`src/hdl/bvp_pkg.sv`:
```
// shared constants, types and control structs of the battery percent converter
package bvp_pkg;

  localparam int MV_W      = 16;
  localparam int PCT_W     = 7;
  localparam int IDX_W     = 4;
  localparam int PTS_W     = 5;
  localparam int CFG_IDX_W = 2;
  localparam int CFG_W     = 16;
  localparam int NUM_W     = MV_W + PCT_W;
  localparam int STEP_W    = $clog2(PCT_W);

  localparam int CURVE_DEPTH_DEF = 16;
  localparam int MV_BITS_DEF     = 16;
  localparam int MIN_POINTS      = 2;

  localparam logic [PCT_W-1:0] PCT_MAX = 7'd100;

  localparam logic [MV_W-1:0]  EMPTY_RST  = 16'd3300;
  localparam logic [MV_W-1:0]  FULL_RST   = 16'd4200;
  localparam logic [PTS_W-1:0] POINTS_RST = 5'd0;

  localparam logic [CFG_IDX_W-1:0] CFG_EMPTY  = 2'd0;
  localparam logic [CFG_IDX_W-1:0] CFG_FULL   = 2'd1;
  localparam logic [CFG_IDX_W-1:0] CFG_POINTS = 2'd2;

  localparam logic OP_CONVERT = 1'b0;
  localparam logic OP_LOAD    = 1'b1;

  typedef enum logic [1:0] {
    RES_ZERO,
    RES_FULL,
    RES_TABLE,
    RES_INTERP
  } res_sel_e;

  typedef struct packed {
    logic              wr;
    logic              latch;
    logic              ld_lo;
    logic              ld_seg;
    logic              ld_lin;
    logic              ld_mul;
    logic              div_en;
    logic [STEP_W-1:0] step;
    logic              ld_pend;
    res_sel_e          pend_sel;
    logic              pend_used;
    logic              out_load;
  } cmd_t;

  typedef struct packed {
    logic le;
    logic ge;
    logic lin_zero;
    logic lin_full;
  } sts_t;

endpackage

```
`src/hdl/bvp_ifs.sv`:
```
// valid/ready channel interfaces for input items and result items
interface bvp_in_if import bvp_pkg::*; ();
  logic             valid;
  logic             ready;
  logic             op;
  logic [MV_W-1:0]  millivolts;
  logic [IDX_W-1:0] point_index;
  logic [MV_W-1:0]  point_millivolts;
  logic [PCT_W-1:0] point_percent;

  modport source (
    output valid, op, millivolts, point_index, point_millivolts, point_percent,
    input  ready
  );
  modport sink (
    input  valid, op, millivolts, point_index, point_millivolts, point_percent,
    output ready
  );
endinterface

interface bvp_out_if import bvp_pkg::*; ();
  logic             valid;
  logic             ready;
  logic [PCT_W-1:0] percent;
  logic             used_curve;

  modport source (
    output valid, percent, used_curve,
    input  ready
  );
  modport sink (
    input  valid, percent, used_curve,
    output ready
  );
endinterface

```
`src/hdl/bvp_ram.sv`:
```
// generic single write port, single read port ram with registered read
module bvp_ram #(
  parameter int WIDTH = 8,
  parameter int DEPTH = 16
) (
  input  logic                     clk_i,
  input  logic                     we_i,
  input  logic [$clog2(DEPTH)-1:0] waddr_i,
  input  logic [WIDTH-1:0]         wdata_i,
  input  logic [$clog2(DEPTH)-1:0] raddr_i,
  output logic [WIDTH-1:0]         rdata_o
);

  logic [WIDTH-1:0] mem_q [DEPTH];
  logic [WIDTH-1:0] rdata_q;

  always_ff @(posedge clk_i) begin
    if (we_i) begin
      mem_q[waddr_i] <= wdata_i;
    end
    rdata_q <= mem_q[raddr_i];
  end

  assign rdata_o = rdata_q;

endmodule

```
`src/hdl/bvp_ctrl.sv`:
```
// controller fsm: segment search, multiply and divide sequencing, result hand-off
module bvp_ctrl import bvp_pkg::*; #(
  parameter int CURVE_DEPTH = CURVE_DEPTH_DEF
) (
  input  logic                           clk_i,
  input  logic                           rst_ni,
  input  logic                           in_valid_i,
  input  logic                           in_op_i,
  output logic                           in_ready_o,
  input  logic                           out_ready_i,
  output logic                           out_valid_o,
  input  logic [PTS_W-1:0]               points_i,
  input  sts_t                           sts_i,
  output cmd_t                           cmd_o,
  output logic [$clog2(CURVE_DEPTH)-1:0] rd_addr_o
);

  localparam int AW = $clog2(CURVE_DEPTH);
  localparam int CW = ($clog2(CURVE_DEPTH + 1) > PTS_W) ? $clog2(CURVE_DEPTH + 1) : PTS_W;

  localparam logic [3:0] S_IDLE   = 4'd0;
  localparam logic [3:0] S_FIRST  = 4'd1;
  localparam logic [3:0] S_LAST   = 4'd2;
  localparam logic [3:0] S_SCAN   = 4'd3;
  localparam logic [3:0] S_LIN    = 4'd4;
  localparam logic [3:0] S_MUL    = 4'd5;
  localparam logic [3:0] S_DIV    = 4'd6;
  localparam logic [3:0] S_INTERP = 4'd7;
  localparam logic [3:0] S_PUT    = 4'd8;

  logic [3:0]        state_q, state_d;
  logic [AW-1:0]     cnt_q, cnt_d;
  logic [STEP_W-1:0] step_q, step_d;
  logic              curve_q, curve_d;
  logic              out_valid_q, out_valid_d;
  logic [CW-1:0]     pts_ext, n_eff;
  logic [AW-1:0]     last_addr;
  logic              use_curve;
  logic              accept;

  // points beyond the table depth are clamped to it
  assign pts_ext   = CW'(points_i);
  assign n_eff     = (pts_ext > CW'(CURVE_DEPTH)) ? CW'(CURVE_DEPTH) : pts_ext;
  assign last_addr = AW'(n_eff - CW'(1));
  assign use_curve = (n_eff >= CW'(MIN_POINTS));

  assign in_ready_o  = (state_q == S_IDLE);
  assign accept      = in_valid_i && in_ready_o;
  assign out_valid_o = out_valid_q;

  always_comb begin
    state_d       = state_q;
    cnt_d         = cnt_q;
    step_d        = step_q;
    curve_d       = curve_q;
    cmd_o         = '0;
    cmd_o.pend_sel = RES_ZERO;
    rd_addr_o     = '0;
    unique case (state_q)
      S_IDLE: begin
        // entry 0 is fetched speculatively for the clamp check
        rd_addr_o = '0;
        if (accept) begin
          cmd_o.latch = 1'b1;
          if (in_op_i == OP_LOAD) begin
            cmd_o.wr        = 1'b1;
            cmd_o.ld_pend   = 1'b1;
            cmd_o.pend_sel  = RES_ZERO;
            cmd_o.pend_used = 1'b0;
            state_d         = S_PUT;
          end else if (use_curve) begin
            curve_d = 1'b1;
            state_d = S_FIRST;
          end else begin
            curve_d = 1'b0;
            state_d = S_LIN;
          end
        end
      end
      S_FIRST: begin
        rd_addr_o   = last_addr;
        cmd_o.ld_lo = 1'b1;
        if (sts_i.le) begin
          cmd_o.ld_pend   = 1'b1;
          cmd_o.pend_sel  = RES_TABLE;
          cmd_o.pend_used = 1'b1;
          state_d         = S_PUT;
        end else begin
          state_d = S_LAST;
        end
      end
      S_LAST: begin
        rd_addr_o = AW'(1);
        cnt_d     = AW'(1);
        if (sts_i.ge) begin
          cmd_o.ld_pend   = 1'b1;
          cmd_o.pend_sel  = RES_TABLE;
          cmd_o.pend_used = 1'b1;
          state_d         = S_PUT;
        end else begin
          state_d = S_SCAN;
        end
      end
      S_SCAN: begin
        // one table entry per cycle; the last entry is known to end the search
        rd_addr_o = cnt_q + AW'(1);
        if (sts_i.le) begin
          cmd_o.ld_seg = 1'b1;
          state_d      = S_MUL;
        end else begin
          cmd_o.ld_lo = 1'b1;
          cnt_d       = cnt_q + AW'(1);
        end
      end
      S_LIN: begin
        if (sts_i.lin_zero) begin
          cmd_o.ld_pend   = 1'b1;
          cmd_o.pend_sel  = RES_ZERO;
          cmd_o.pend_used = 1'b0;
          state_d         = S_PUT;
        end else if (sts_i.lin_full) begin
          cmd_o.ld_pend   = 1'b1;
          cmd_o.pend_sel  = RES_FULL;
          cmd_o.pend_used = 1'b0;
          state_d         = S_PUT;
        end else begin
          cmd_o.ld_lin = 1'b1;
          state_d      = S_MUL;
        end
      end
      S_MUL: begin
        cmd_o.ld_mul = 1'b1;
        step_d       = STEP_W'(PCT_W - 1);
        state_d      = S_DIV;
      end
      S_DIV: begin
        cmd_o.div_en = 1'b1;
        cmd_o.step   = step_q;
        if (step_q == '0) begin
          state_d = S_INTERP;
        end else begin
          step_d = step_q - STEP_W'(1);
        end
      end
      S_INTERP: begin
        cmd_o.ld_pend   = 1'b1;
        cmd_o.pend_sel  = RES_INTERP;
        cmd_o.pend_used = curve_q;
        state_d         = S_PUT;
      end
      S_PUT: begin
        if (!out_valid_q || out_ready_i) begin
          cmd_o.out_load = 1'b1;
          state_d        = S_IDLE;
        end
      end
      default: begin
        state_d = S_IDLE;
      end
    endcase
  end

  always_comb begin
    if (cmd_o.out_load) begin
      out_valid_d = 1'b1;
    end else if (out_ready_i) begin
      out_valid_d = 1'b0;
    end else begin
      out_valid_d = out_valid_q;
    end
  end

  always_ff @(posedge clk_i or negedge rst_ni) begin
    if (!rst_ni) begin
      state_q     <= S_IDLE;
      cnt_q       <= '0;
      step_q      <= '0;
      curve_q     <= 1'b0;
      out_valid_q <= 1'b0;
    end else begin
      state_q     <= state_d;
      cnt_q       <= cnt_d;
      step_q      <= step_d;
      curve_q     <= curve_d;
      out_valid_q <= out_valid_d;
    end
  end

endmodule

```
`src/hdl/bvp_dp.sv`:
```
// datapath: curve table, segment registers, multiplier, restoring divider, result regs
module bvp_dp import bvp_pkg::*; #(
  parameter int CURVE_DEPTH = CURVE_DEPTH_DEF,
  parameter int MV_BITS     = MV_BITS_DEF
) (
  input  logic                           clk_i,
  input  cmd_t                           cmd_i,
  output sts_t                           sts_o,
  input  logic [$clog2(CURVE_DEPTH)-1:0] rd_addr_i,
  input  logic [MV_W-1:0]                millivolts_i,
  input  logic [IDX_W-1:0]               point_index_i,
  input  logic [MV_W-1:0]                point_millivolts_i,
  input  logic [PCT_W-1:0]               point_percent_i,
  input  logic [MV_W-1:0]                empty_i,
  input  logic [MV_W-1:0]                full_i,
  output logic [PCT_W-1:0]               percent_o,
  output logic                           used_curve_o
);

  localparam int AW = $clog2(CURVE_DEPTH);
  localparam int VW = (MV_BITS < MV_W) ? MV_BITS : MV_W;
  localparam int RW = VW + PCT_W;

  logic [MV_W-1:0]  mv_q, lo_q, span_q;
  logic [PCT_W-1:0] plo_q, mag_q, quo_q, pend_pct_q, pct_q;
  logic             neg_q, pend_used_q, used_q;
  logic [NUM_W-1:0] rem_q;

  logic             idx_ok, ram_we;
  logic [RW-1:0]    wdata, rdata;
  logic [MV_W-1:0]  rd_v, diff;
  logic [PCT_W-1:0] rd_p, pp_sat, interp, pend_pct;
  logic [NUM_W-1:0] shifted;
  logic             fits;

  assign idx_ok = (32'(point_index_i) < 32'(CURVE_DEPTH));
  assign ram_we = cmd_i.wr && idx_ok;
  assign pp_sat = (point_percent_i > PCT_MAX) ? PCT_MAX : point_percent_i;
  assign wdata  = {point_millivolts_i[VW-1:0], pp_sat};

  bvp_ram #(
    .WIDTH (RW),
    .DEPTH (CURVE_DEPTH)
  ) u_ram (
    .clk_i   (clk_i),
    .we_i    (ram_we),
    .waddr_i (AW'(point_index_i)),
    .wdata_i (wdata),
    .raddr_i (rd_addr_i),
    .rdata_o (rdata)
  );

  assign rd_v = MV_W'(rdata[RW-1:PCT_W]);
  assign rd_p = rdata[PCT_W-1:0];

  assign sts_o.le       = (mv_q <= rd_v);
  assign sts_o.ge       = (mv_q >= rd_v);
  assign sts_o.lin_zero = (full_i <= empty_i) || (mv_q <= empty_i);
  assign sts_o.lin_full = (mv_q >= full_i);

  // mv is above lo whenever the product is formed, so diff stays positive
  assign diff    = mv_q - lo_q;
  assign shifted = NUM_W'(span_q) << cmd_i.step;
  assign fits    = (rem_q >= shifted);
  assign interp  = neg_q ? (plo_q - quo_q) : (plo_q + quo_q);

  always_comb begin
    unique case (cmd_i.pend_sel)
      RES_ZERO:   pend_pct = '0;
      RES_FULL:   pend_pct = PCT_MAX;
      RES_TABLE:  pend_pct = rd_p;
      RES_INTERP: pend_pct = interp;
      default:    pend_pct = '0;
    endcase
  end

  always_ff @(posedge clk_i) begin
    if (cmd_i.latch) begin
      mv_q <= MV_W'(millivolts_i[VW-1:0]);
    end
    if (cmd_i.ld_lo) begin
      lo_q  <= rd_v;
      plo_q <= rd_p;
    end
    if (cmd_i.ld_seg) begin
      span_q <= rd_v - lo_q;
      neg_q  <= (rd_p < plo_q);
      mag_q  <= (rd_p < plo_q) ? (plo_q - rd_p) : (rd_p - plo_q);
    end
    if (cmd_i.ld_lin) begin
      lo_q   <= empty_i;
      plo_q  <= '0;
      span_q <= full_i - empty_i;
      neg_q  <= 1'b0;
      mag_q  <= PCT_MAX;
    end
    if (cmd_i.ld_mul) begin
      rem_q <= NUM_W'(diff) * NUM_W'(mag_q);
      quo_q <= '0;
    end
    // one quotient bit per cycle, msb first
    if (cmd_i.div_en && fits) begin
      rem_q              <= rem_q - shifted;
      quo_q[cmd_i.step] <= 1'b1;
    end
    if (cmd_i.ld_pend) begin
      pend_pct_q  <= pend_pct;
      pend_used_q <= cmd_i.pend_used;
    end
    if (cmd_i.out_load) begin
      pct_q  <= pend_pct_q;
      used_q <= pend_used_q;
    end
  end

  assign percent_o    = pct_q;
  assign used_curve_o = used_q;

endmodule

```
`src/hdl/battery_voltage_to_percent.sv`:
```
// top level of the battery voltage to charge percent converter
//
// Input items arrive on in_if (valid/ready). op selects convert (measure
// millivolts) or load (write one curve point into the table). Every item gives
// exactly one result item on out_if: percent and used_curve, zeros for a load.
// Configuration registers (empty, full, curve point count) are written through
// cfg_we_i / cfg_idx_i / cfg_data_i; the user must write them only while no item
// is in flight, and the block does not enforce this. One item is in work at a
// time; in_if.ready is high only while the fsm idles. Result paths on out_if:
//   load item
//   curve mode, clamped to the first point or to the last point
//   curve mode, interpolated on segment k (1-based)
//   linear mode, clamped or scaled
// The table scan reads one entry per cycle through the ram read port, and
// interpolated and scaled results pass the 7-step restoring divider; the
// next item is accepted the cycle after the result is registered. A stalled
// result sits in the output register while the next item is worked on; that
// item then waits until the result is taken. Reset clears the fsm and the
// config registers; the curve table is not cleared and holds garbage until loaded.
module battery_voltage_to_percent import bvp_pkg::*; #(
  parameter int CURVE_DEPTH = CURVE_DEPTH_DEF,
  parameter int MV_BITS     = MV_BITS_DEF
) (
  input  logic                 clk_i,
  input  logic                 rst_ni,
  bvp_in_if.sink               in_if,
  bvp_out_if.source            out_if,
  input  logic                 cfg_we_i,
  input  logic [CFG_IDX_W-1:0] cfg_idx_i,
  input  logic [CFG_W-1:0]     cfg_data_i
);

  logic [MV_W-1:0]  empty_q, empty_d;
  logic [MV_W-1:0]  full_q, full_d;
  logic [PTS_W-1:0] points_q, points_d;

  cmd_t cmd;
  sts_t sts;
  logic [$clog2(CURVE_DEPTH)-1:0] rd_addr;

  always_comb begin
    empty_d  = empty_q;
    full_d   = full_q;
    points_d = points_q;
    if (cfg_we_i) begin
      unique case (cfg_idx_i)
        CFG_EMPTY:  empty_d  = cfg_data_i[MV_W-1:0];
        CFG_FULL:   full_d   = cfg_data_i[MV_W-1:0];
        CFG_POINTS: points_d = cfg_data_i[PTS_W-1:0];
        default:    ;
      endcase
    end
  end

  always_ff @(posedge clk_i or negedge rst_ni) begin
    if (!rst_ni) begin
      empty_q  <= EMPTY_RST;
      full_q   <= FULL_RST;
      points_q <= POINTS_RST;
    end else begin
      empty_q  <= empty_d;
      full_q   <= full_d;
      points_q <= points_d;
    end
  end

  bvp_ctrl #(
    .CURVE_DEPTH (CURVE_DEPTH)
  ) u_ctrl (
    .clk_i       (clk_i),
    .rst_ni      (rst_ni),
    .in_valid_i  (in_if.valid),
    .in_op_i     (in_if.op),
    .in_ready_o  (in_if.ready),
    .out_ready_i (out_if.ready),
    .out_valid_o (out_if.valid),
    .points_i    (points_q),
    .sts_i       (sts),
    .cmd_o       (cmd),
    .rd_addr_o   (rd_addr)
  );

  bvp_dp #(
    .CURVE_DEPTH (CURVE_DEPTH),
    .MV_BITS     (MV_BITS)
  ) u_dp (
    .clk_i              (clk_i),
    .cmd_i              (cmd),
    .sts_o              (sts),
    .rd_addr_i          (rd_addr),
    .millivolts_i       (in_if.millivolts),
    .point_index_i      (in_if.point_index),
    .point_millivolts_i (in_if.point_millivolts),
    .point_percent_i    (in_if.point_percent),
    .empty_i            (empty_q),
    .full_i             (full_q),
    .percent_o          (out_if.percent),
    .used_curve_o       (out_if.used_curve)
  );

`ifndef ASSERT_OFF
  a_pct_range: assert property (@(posedge clk_i) disable iff (!rst_ni)
    out_if.valid |-> (out_if.percent <= PCT_MAX))
    else $error("result percent above 100");

  a_wr_on_accept: assert property (@(posedge clk_i) disable iff (!rst_ni)
    cmd.wr |-> (in_if.valid && in_if.ready && (in_if.op == OP_LOAD)))
    else $error("table write without an accepted load item");

  a_curve_mode: assert property (@(posedge clk_i) disable iff (!rst_ni)
    (out_if.valid && out_if.used_curve) |-> (points_q >= PTS_W'(MIN_POINTS)))
    else $error("curve result while fewer than two points are in use");

  a_one_busy: assert property (@(posedge clk_i) disable iff (!rst_ni)
    (in_if.valid && in_if.ready) |=> !in_if.ready)
    else $error("second item accepted while one is in work");
`endif

endmodule

```
`src/flat_wrapper.sv`:
```
// flat-port wrapper written by rule: the top's interface ports become plain ports
module battery_voltage_to_percent_flat import bvp_pkg::*;
#(
  parameter int CURVE_DEPTH = CURVE_DEPTH_DEF,
  parameter int MV_BITS     = MV_BITS_DEF
)
  (clk_i, rst_ni, cfg_we_i, cfg_idx_i, cfg_data_i, in_if_valid, in_if_op, in_if_millivolts, in_if_point_index, in_if_point_millivolts, in_if_point_percent, in_if_ready, out_if_valid, out_if_percent, out_if_used_curve, out_if_ready);
  bvp_in_if in_if_i ();
  bvp_out_if out_if_i ();
  input  logic clk_i;
  input  logic rst_ni;
  input  logic cfg_we_i;
  input  logic [CFG_IDX_W-1:0] cfg_idx_i;
  input  logic [CFG_W-1:0] cfg_data_i;
  input wire logic [$bits(in_if_i.valid)-1:0] in_if_valid;
  input wire logic [$bits(in_if_i.op)-1:0] in_if_op;
  input wire logic [$bits(in_if_i.millivolts)-1:0] in_if_millivolts;
  input wire logic [$bits(in_if_i.point_index)-1:0] in_if_point_index;
  input wire logic [$bits(in_if_i.point_millivolts)-1:0] in_if_point_millivolts;
  input wire logic [$bits(in_if_i.point_percent)-1:0] in_if_point_percent;
  output wire logic [$bits(in_if_i.ready)-1:0] in_if_ready;
  output wire logic [$bits(out_if_i.valid)-1:0] out_if_valid;
  output wire logic [$bits(out_if_i.percent)-1:0] out_if_percent;
  output wire logic [$bits(out_if_i.used_curve)-1:0] out_if_used_curve;
  input wire logic [$bits(out_if_i.ready)-1:0] out_if_ready;
  assign in_if_i.valid = in_if_valid;
  assign in_if_i.op = in_if_op;
  assign in_if_i.millivolts = in_if_millivolts;
  assign in_if_i.point_index = in_if_point_index;
  assign in_if_i.point_millivolts = in_if_point_millivolts;
  assign in_if_i.point_percent = in_if_point_percent;
  assign in_if_ready = in_if_i.ready;
  assign out_if_valid = out_if_i.valid;
  assign out_if_percent = out_if_i.percent;
  assign out_if_used_curve = out_if_i.used_curve;
  assign out_if_i.ready = out_if_ready;
  battery_voltage_to_percent #(.CURVE_DEPTH(CURVE_DEPTH), .MV_BITS(MV_BITS)) u_core (.clk_i(clk_i), .rst_ni(rst_ni), .in_if(in_if_i), .out_if(out_if_i), .cfg_we_i(cfg_we_i), .cfg_idx_i(cfg_idx_i), .cfg_data_i(cfg_data_i));
endmodule
```
`config.mk`:
```
export PLATFORM = sky130hd
export DESIGN_NAME = battery_voltage_to_percent_flat
export DESIGN_NICKNAME = d
export VERILOG_FILES = /design/src/hdl/bvp_pkg.sv /design/src/hdl/bvp_ifs.sv /design/src/hdl/bvp_ram.sv /design/src/hdl/bvp_ctrl.sv /design/src/hdl/bvp_dp.sv /design/src/hdl/battery_voltage_to_percent.sv /design/src/flat_wrapper.sv
export SDC_FILE = /design/constraint.sdc
export NUM_CORES = 1
export LEC_CHECK = 0
export BUFFER_PORTS_ARGS = -buffer_cell sky130_fd_sc_hd__buf_2
export CAP_MARGIN = 20
export CORE_ASPECT_RATIO = 1.1
export CORE_MARGIN = 3
export CORE_UTILIZATION = 60
export DETAILED_ROUTE_END_ITERATION = 12
export PLACE_DENSITY = 0.77
export SETUP_SLACK_MARGIN = 0.05
export SYNTH_ARGS = -nofsm -noshare
export SYNTH_HDL_FRONTEND = slang
export SYNTH_HIERARCHICAL = 1
export SYNTH_SLANG_ARGS = --single-unit
```
`constraint.sdc`:
```
create_clock -name clk_i -period 9 [get_ports clk_i]
set_input_delay 1.35 -clock clk_i [delete_from_list [all_inputs] [get_ports clk_i]]
set_output_delay 1.35 -clock clk_i [all_outputs]
set_load 0.01 [all_outputs]
```
==> flow_metrics.py, run 1 <==
metrics = {
    "sta": {
        "setup_viol": 0,
        "post-route-min-period_ps": 6980,
        "final.setup.tns_ps": 0,
        "tightest_slew_ps": 1130,
        "slew_viol_final": 0,
        "rsz0062_at_grt": "false",
        "hold_ws_ps": 418,
        "maxSlewHeadroom": 0.241,
        "clock_skew_ps": 32.7,
        "hold_viol": 0,
        "fin_crit_sh": 0.776,
        "fmax_ghz": 0.143,
    },
    "cells_and_area": {
        "multiInputGateArea_mm2": 0.0135,
        "areaGrowthSynthToFinish_pct": 9.58,
        "layout_commonest_cell": "edfxtp_1",
        "seq_area_mm2": 0.0158,
        "mostFrequentLayoutCells": "edfxtp_1 (455), ha_1 (183), inv_1 (175)",
        "final_nets": 2698,
        "fillCellCount": 3421,
        "drive_gt1_frac": 0.162,
    },
    "drt": {
        "wirelength_um": 73700,
        "viasPerCell": 6.26,
        "num_vias": 19200,
        "ant_nets": 0,
        "dr.first_iter.drc_count": 1461,
        "wl_per_cell_um": 24.0,
        "drt-pass1-iter-count": 5,
        "remaining_drc_errors": 0,
    },
    "clocking": {
        "cts-buffers-inserted": 53,
        "clk_pin_slew_worst_paths_ps": 60,
        "ctsResizeCount": 0,
        "post_cts_buffers": 0,
        "cts_sinks": 550,
        "holdBufCountCts": 0,
        "clock_path_buffers": 3,
        "cts_root_buffer": "clkbuf_16",
        "cts_tree": "yes",
        "insertion_delay_ps": 620,
        "h-tree-depth": 2,
    },
    "placement": {
        "gp_congestion": 0.948,
        "dp_hpwl_um": 50700,
        "port_buffers": 76,
    },
    "logic_synthesis": {
        "netlist_area_mm2": 0.0303,
        "synthFlopType": "edfxtp_1",
        "synthArstFlopShare": 0.0909,
        "synthesis.instances": 2280,
        "ys_seq_area_frac": 0.523,
        "synth_edf_count": 455,
        "synth-seq-cells": 550,
        "synth_fp_nets": 2606,
        "yosys_warnings": 6,
        "syn_area_per_cell_um2": 13.3,
        "ys_types": 89,
    },
    "pwr": {
        "p_switching_uw": 3920,
        "power.share.clock": 0.214,
        "p_sw_frac": 0.384,
        "p_int_uw": 6300,
        "p_seq_frac": 0.334,
        "peakVddDrop_mv": 0.235,
        "p_comb_frac": 0.452,
        "power_density_mw_per_mm2": 308,
        "p_leak_uw": 0.0130,
    },
    "global_routing": {
        "grt_start_max_net_pins": 66,
        "grt_pass1_vias": 20000,
        "grt.overflow.total": 0,
        "antenna_found_initial": 5,
        "grt_pass1_wl_um": 114000,
        "track_usage": 0.280,
    },
    "setup_path": {
        "critPathRequiredTime_ps": 9330,
        "timing.setup.critical_path_class": "reg2reg",
        "crit_start": "u_core/u_dp/lo_q[1]",
        "r2r_end": "u_core/u_dp/rem_q[22]",
        "rr_worst_depth": 25,
        "cp.arrival_ps": 7310,
        "startpoint_type": "flop",
        "crit_fanout": 7,
        "reg2reg_slack_ps": 2020,
        "crit_path_end": "u_core/u_dp/rem_q[22]",
        "r2r_start": "u_core/u_dp/lo_q[1]",
        "end_kind": "flop",
    },
    "floorplan": {
        "core-area_mm2": 0.0495,
        "die_h_um": 242,
        "row_count": 85,
        "die_area_mm2": 0.0532,
        "io_pins": 77,
        "start_util": 0.612,
        "dieWidth_um": 220,
    },
    "run_status": {
        "status": "finished, final reports clean",
    },
    "min_path": {
        "hp-class": "reg2reg",
        "min_path_cells": 0,
    },
    "job": {
        "maxCapViolations": 0,
    },
}
stage by stage:
step           power (µW)  cell area, µm²  worst slack [ps]  std cells   util
2_1_floorplan        6810           30300              2750       2280      -
3_3_place_gp         7860           31400              2240       2966  0.635
3_5_place_dp         8020           31400              2050       2966  0.635
4_1_cts             10200           33100              2020       3064  0.669
5_1_grt             10900           33200              1560       3068  0.670
6_report            10200           33200              2020       3070  0.671
state kept, by name, indices dropped and copies added (netlist names), 16 cells and up:
signal / flops
u_core/u_dp/span_q: 16
u_core/u_dp/mv_q: 16
u_core/full_q: 16
u_core/u_dp/u_ram/mem_q: 368
u_core/u_dp/u_ram/rdata_o: 23
u_core/u_dp/rem_q: 23
u_core/empty_q: 16
u_core/u_dp/lo_q: 16
critical path: stages, from the launching register on:
cell and delay, ps:
edfxtp_1 460, inv_1 120, ha_1 230, nor2b_1 140, o21a_1 180, o21ai_0 260, a21oi_1 190, a211oi_1 460
nor2_1 120, xor2_1 410, and2_1 210, fa_1 420, fa_1 470, fa_1 550, inv_1 50, fa_1 520
inv_1 40, ha_1 370, o21a_1 200, o211ai_1 200, a31oi_1 130, o21a_1 140, a41o_1 260, o41ai_1 310
xnor2_1 160, mux2i_1 80
per-layer routing:
layer,part of all wire,vias to the layer above,track usage
li1,-,8702,-
met1,0.37,9599,0.338
met2,0.52,731,0.500
met3,0.059,182,0.0456
met4,0.043,4,0.113
met5,0.00042,-,0
cell usage after synthesis (6+ instances only):
cell | count | area [µm²]
nand3_1 | 26 | 130
buf_4 | 10 | 75.1
edfxtp_1 | 455 | 13700
nand2_1 | 122 | 458
and3_1 | 11 | 68.8
mux4_2 | 97 | 2180
inv_1 | 175 | 657
nor2b_1 | 41 | 257
nor3_1 | 36 | 180
mux2i_1 | 63 | 631
and2_1 | 86 | 538
a31oi_1 | 15 | 93.8
a21oi_1 | 93 | 465
dfstp_2 | 10 | 263
a211o_1 | 6 | 52.6
o21ai_0 | 68 | 340
clkbuf_1 | 38 | 143
a22oi_1 | 49 | 368
o32ai_1 | 9 | 78.8
o21bai_1 | 6 | 45.0
ha_1 | 183 | 2290
dfrtp_1 | 40 | 1000
or3_1 | 13 | 81.3
xnor2_1 | 51 | 447
buf_1 | 12 | 45.0
nand4_1 | 19 | 119
a21o_1 | 39 | 293
o211ai_1 | 7 | 52.6
mux2_2 | 47 | 529
fa_1 | 76 | 1520
nand3b_1 | 6 | 45.0
or2_2 | 6 | 37.5
nor4_1 | 9 | 56.3
a211oi_1 | 16 | 120
nor2_1 | 99 | 372
buf_6 | 8 | 90.1
dfxtp_1 | 45 | 901
o21a_1 | 25 | 188
xor2_1 | 41 | 359
nand2b_1 | 31 | 194
nor3b_1 | 6 | 45.0
power groups by stage:
stage	Combinational [µW]	Sequential, µW	Clock, µW
detailed placement	4560	3460	0
CTS	4600	3410	2220
finish	4620	3420	2190
floorplan	3500	3320	0
global placement	4410	3450	0
global route	5140	3440	2320
worst min-delay path by stage:
stage / start / to
floorplan: u_core/u_dp/pend_pct_q[0] / u_core/u_dp/percent_o[0]
global placement: u_core/u_dp/pend_pct_q[4] / u_core/u_dp/percent_o[4]
detailed placement: u_core/u_dp/pend_pct_q[5] / u_core/u_dp/percent_o[5]
CTS: u_core/u_dp/pend_pct_q[5] / u_core/u_dp/percent_o[5]
global route: u_core/u_dp/pend_pct_q[4] / u_core/u_dp/percent_o[4]
finish: u_core/u_dp/pend_pct_q[5] / u_core/u_dp/percent_o[5]
kinds of logic (layout without fill, tap and decap cells):
group                    count (synthesis)  after routing  share of synthesized area
multiplexers                           208            208                      0.111
XOR/XNOR                                92             92                     0.0266
AO/OA/AOI/OAI                          391            391                     0.0872
flip-flops                             550            550                      0.523
AND/OR/NAND/NOR                        530            530                     0.0915
other                                    0              3                          0
buffers and inverters                  250            385                     0.0348
adder cells (fa/ha/maj)                259            259                      0.126
cell type report:
type / count / area share
clock buffer: 66 / 0.0434
antenna: 3 / 0.000226
tap: 652 / 0.0246
timing repair buffer: 111 / 0.0202
multi-input combinational: 1480 / 0.406
clock inverter: 32 / 0.00811
sequential: 550 / 0.477
inverter: 176 / 0.0199
No activity file was read; power rests on OpenSTA's default activity.
==> run 2: changes to the inputs <==
Clock period 9 ns to 6.5 ns, I/O delays scaled along.
==> flow_metrics.py, run 2 (synthesis gave the netlist of run 1 again) <==
metrics = {
    "setup_path": {
        "timing.setup.critical_path_class": "reg2reg",
        "r2r_start": "u_core/u_dp/lo_q[1]",
        "crit_fanout": 4,
        "r2r_end": "u_core/u_dp/rem_q[22]",
        "path_common_cell": "fa_1",
        "startpoint_type": "flop",
        "rr_worst_depth": 25,
        "slowest_stage": "fa_1",
        "cp.arrival_ps": 6690,
        "end_kind": "flop",
        "max_stage_delay_ps": 550,
        "critPathRequiredTime_ps": 6820,
        "reg2reg_slack_ps": 130,
    },
    "clocking": {
        "cts_tree": "yes",
        "clk_pin_slew_worst_paths_ps": 60,
        "cts_root_buffer": "clkbuf_16",
        "cts-buffers-inserted": 53,
        "h-tree-depth": 2,
        "cts_sinks": 550,
        "insertion_delay_ps": 610,
        "clock_path_buffers": 3,
    },
    "job": {
        "maxCapViolations": 0,
    },
    "cells_and_area": {
        "mostFrequentLayoutCells": "edfxtp_1 (455), ha_1 (173), inv_1 (169)",
        "drive_gt1_frac": 0.200,
        "largest_register": "u_core/u_dp/u_ram/mem_q",
        "largest_register_ffs": 368,
        "layout_commonest_cell": "edfxtp_1",
        "areaGrowthSynthToFinish_pct": 11.8,
        "final_nets": 2742,
        "final_util": 0.684,
    },
    "sta": {
        "slew_viol_final": 0,
        "hold_viol": 0,
        "setup_viol": 0,
        "tightest_slew_ps": 1090,
        "maxSlewHeadroom": 0.271,
        "rsz0062_at_grt": "true",
        "hold_ws_ps": 412,
        "fmax_ghz": 0.157,
        "fin_crit_sh": 0.980,
        "clock_skew_ps": 31.2,
        "post-route-min-period_ps": 6370,
    },
    "floorplan": {
        "start_util": 0.612,
        "row_count": 85,
        "die_h_um": 242,
        "dieWidth_um": 220,
        "die_area_mm2": 0.0532,
        "io_pins": 77,
        "core-area_mm2": 0.0495,
    },
    "drt": {
        "num_vias": 19300,
        "dr.first_iter.drc_count": 1483,
        "remaining_drc_errors": 0,
        "viasPerCell": 6.21,
        "ant_nets": 0,
        "wl_per_cell_um": 23.5,
        "drt-pass1-iter-count": 7,
        "wirelength_um": 73300,
    },
    "global_routing": {
        "antenna_found_initial": 8,
        "track_usage": 0.275,
        "grt_start_max_net_pins": 93,
        "grt_pass1_vias": 20100,
        "grt_pass1_wl_um": 112000,
        "grt.overflow.total": 0,
    },
    "placement": {
        "gp_congestion": 0.907,
        "port_buffers": 76,
        "dp_hpwl_um": 50900,
    },
    "run_status": {
        "status": "finished, final reports clean",
    },
    "min_path": {
        "min_path_cells": 0,
        "hp-class": "reg2reg",
        "hp-start": "u_core/u_dp/pend_pct_q[0]",
        "whs_endpoint": "u_core/u_dp/percent_o[0]",
    },
    "pwr": {
        "power_density_mw_per_mm2": 439,
        "p_leak_uw": 0.0133,
        "peakVddDrop_mv": 0.379,
    },
}
[run 2: metrics by stage]
step	TNS, ps	instances	setup WS, ps	total power [µW]	area (µm²)
after floorplan	0	2280	251	9430	30300
after global placement	-30.3	2990	-30.3	11100	31600
after detailed placement	-656	2990	-292	11400	31600
after CTS	0	3093	49.0	14500	33500
after global routing	-336	3112	-118	15800	33800
final	0	3113	130	14900	33800
[run 2: power breakdown]
| part | internal [µW] | total (µW) | switching, µW |
|---|---|---|---|
| Combinational | 3130 | 7080 | 3950 |
| Sequential | 4340 | 4720 | 381 |
| Clock | 1730 | 3060 | 1330 |
| Total | 9210 | 14900 | 5660 |
[run 2: how the worst max path moves through the flow]
stage,slack [ps],depth (start not counted),start,to
6_report,130,25,u_core/u_dp/lo_q[1],u_core/u_dp/rem_q[22]
5_1_grt,-120,26,u_core/u_dp/lo_q[0],u_core/u_dp/rem_q[22]
4_1_cts,50,25,u_core/u_dp/lo_q[0],u_core/u_dp/rem_q[22]
3_5_place_dp,-290,25,u_core/u_dp/lo_q[1],u_core/u_dp/rem_q[22]
3_3_place_gp,-30,26,u_core/u_dp/lo_q[1],u_core/u_dp/rem_q[22]
2_1_floorplan,250,26,u_core/u_dp/mv_q[0],u_core/u_dp/rem_q[22]
[run 2: per-layer routing]
| metal | GRT usage | part of all wire | vias to the layer above |
|---|---|---|---|
| met3 | 0.0416 | 0.058 | 170 |
| met1 | 0.341 | 0.38 | 9641 |
| met5 | 0 | 0.00079 | - |
| met4 | 0.108 | 0.040 | 8 |
| met2 | 0.486 | 0.52 | 721 |
| li1 | - | - | 8786 |
[run 2: cell type report]
type	instances	area (µm²)
clock buffers	72	1480
multi-input cells	1480	13800
well taps	652	816
fillers	3373	15600
repair buffers	155	997
diodes	3	7.51
inverters	176	661
flip-flops and latches	550	15800
clock inverters	25	284
[run 2: repair_timing]
item | CTS | global route
endpoints found under the setup margin | 7 | 8
pin swaps | 7 | 52
hold buffers | 0 | 0
resized for setup | 16 | 47
buffers inserted | 6 | 16
[run 2: worst max-delay path, delay by kind of cell, from the launching register on]
family / cells / cell delay (ps)
AO/OA/AOI/OAI: 10 / 2040
buffers and inverters: 4 / 360
AND/OR/NAND/NOR: 2 / 310
multiplexers: 1 / 80
XOR/XNOR: 2 / 320
adder cells (fa/ha/maj): 6 / 2550
flip-flops: 1 / 430
==> run 3: changes to the inputs <==
Settings changed: CORE_UTILIZATION 60 to 51, PLACE_DENSITY 0.77 to 0.67.
==> flow_metrics.py, run 3 (synthesis gave the netlist of run 1 again) <==
metrics = {
    "cells_and_area": {
        "layout_commonest_cell": "edfxtp_1",
        "final_nets": 2750,
        "mostFrequentLayoutCells": "edfxtp_1 (455), ha_1 (175), inv_1 (167)",
        "largest_register": "u_core/u_dp/u_ram/mem_q",
        "fin_cells": 3235,
        "fillCellCount": 4604,
        "final_util": 0.583,
        "drive_gt1_frac": 0.202,
        "areaGrowthSynthToFinish_pct": 13.0,
        "largest_register_ffs": 368,
    },
    "floorplan": {
        "io_pins": 77,
        "die_h_um": 261,
        "dieWidth_um": 238,
        "row_count": 93,
        "core-area_mm2": 0.0586,
        "die_area_mm2": 0.0623,
        "start_util": 0.516,
    },
    "drt": {
        "ant_nets": 0,
        "viasPerCell": 5.79,
        "wirelength_um": 70700,
        "num_vias": 18700,
        "remaining_drc_errors": 0,
        "dr.first_iter.drc_count": 1208,
        "drt-pass1-iter-count": 5,
        "wl_per_cell_um": 21.9,
    },
    "clocking": {
        "holdBufCountCts": 0,
        "cts_root_buffer": "clkbuf_16",
        "cts_sinks": 550,
        "cts-buffers-inserted": 56,
        "h-tree-depth": 2,
        "clock_path_buffers": 3,
        "clk_pin_slew_worst_paths_ps": 60,
        "insertion_delay_ps": 630,
        "cts_tree": "yes",
    },
    "sta": {
        "fin_crit_sh": 0.994,
        "fmax_ghz": 0.155,
        "rsz0062_at_grt": "true",
        "slew_viol_final": 0,
        "clock_skew_ps": 30.1,
        "hold_viol": 0,
        "setup_viol": 0,
        "maxSlewHeadroom": 0.282,
        "post-route-min-period_ps": 6460,
        "tightest_slew_ps": 1080,
        "final.setup.tns_ps": 0,
    },
    "min_path": {
        "hp-class": "reg2reg",
    },
    "setup_path": {
        "timing.setup.critical_path_class": "reg2reg",
        "slowest_stage": "fa_1",
        "crit_fanout": 4,
        "max_stage_delay_ps": 590,
        "end_kind": "flop",
        "cp.arrival_ps": 6800,
        "startpoint_type": "flop",
        "critPathRequiredTime_ps": 6840,
    },
    "placement": {
        "placed_cells": 3104,
        "port_buffers": 76,
        "dp_hpwl_um": 51400,
        "gp_congestion": 0.905,
    },
    "global_routing": {
        "grt_pass1_vias": 19300,
        "antenna_found_initial": 6,
        "grt_pass1_wl_um": 109000,
        "grt_start_max_net_pins": 80,
        "track_usage": 0.226,
        "grt.overflow.total": 0,
    },
    "job": {
        "maxCapViolations": 0,
    },
    "pwr": {
        "peakVddDrop_mv": 0.299,
        "p_leak_uw": 0.0134,
        "power_density_mw_per_mm2": 443,
    },
    "run_status": {
        "status": "finished, final reports clean",
    },
}
==> run 3: cell count changes in the layout (fill, tap and decap cells not counted), sizes merged <==
cell,change
clkbuf,-9
clkinv,+10
buf,+5
bufinv,+6
diode,+2
==> run 3: final cells by class <==
class	count	area, µm²	area share
flip-flops and latches	550	15800	0.463
clock inverters	41	487	0.0142
inverters	176	661	0.0193
repair buffers	160	1050	0.0307
multi-input cells	1480	13800	0.403
well taps	760	951	0.0278
clock buffers	63	1440	0.0420
diodes	5	12.5	0.000366
==> run 3: path summary, 6_finish.rpt <==
path                                         start                       end  slack (ps)  cells past startpoint
setup / recovery               u_core/u_dp/lo_q[0]     u_core/u_dp/rem_q[22]          40                     26
setup reg to reg               u_core/u_dp/lo_q[0]     u_core/u_dp/rem_q[22]          40                     26
min in group asynchronous                   rst_ni        u_core/empty_q[13]         480                      2
hold reg to reg            u_core/u_dp/pend_used_q  u_core/u_dp/used_curve_o         430                      0
max in group asynchronous                   rst_ni         u_core/empty_q[4]        5550                      2
hold / removal             u_core/u_dp/pend_used_q  u_core/u_dp/used_curve_o         430                      0
==> run 3: where the power goes <==
part | switching (µW) | internal [µW] | leakage [µW] | total, µW
clock | 1360 | 1960 | 0.000936 | 3320
sequential | 347 | 4340 | 0.00509 | 4690
combinational | 3950 | 3190 | 0.00737 | 7140
==> run 3: stage by stage <==
stage          area [µm²]  total power [µW]  hold slack, ps  worst slack [ps]
6_report            34200             15200             427              40.9
2_1_floorplan       30300              9430             400               251
3_3_place_gp        31800             11200             414              22.5
5_1_grt             34200             16200             435              -223
3_5_place_dp        31800             11400             413              -195
4_1_cts             33800             14800             428              31.4
==> run 3: critical path, delay by kind of cell (launching register included) <==
kind / cells / cell delay, ps
buffers and inverters: 3 / 220
multiplexers: 1 / 100
XOR/XNOR: 2 / 320
flip-flops: 1 / 390
AO/OA/AOI/OAI: 9 / 1800
AND/OR/NAND/NOR: 4 / 440
adder cells (fa/ha/maj): 7 / 2900
==> run 3: metal layers <==
| layer | vias up | global-route usage | routed length [µm] |
|---|---|---|---|
| met5 | - | 0 | 61 |
| met4 | 10 | 0.0768 | 2440 |
| met1 | 9393 | 0.274 | 28000 |
| li1 | 8808 | - | - |
| met2 | 390 | 0.413 | 37200 |
| met3 | 131 | 0.0360 | 3050 |
==> run 3: repair_timing <==
action / 4_1_cts / 5_1_grt
endpoints found under the setup margin: 5 / 9
resized for setup: 10 / 54
pin swaps: 0 / 52
hold endpoints to repair: 0 / 0
buffers inserted: 0 / 20
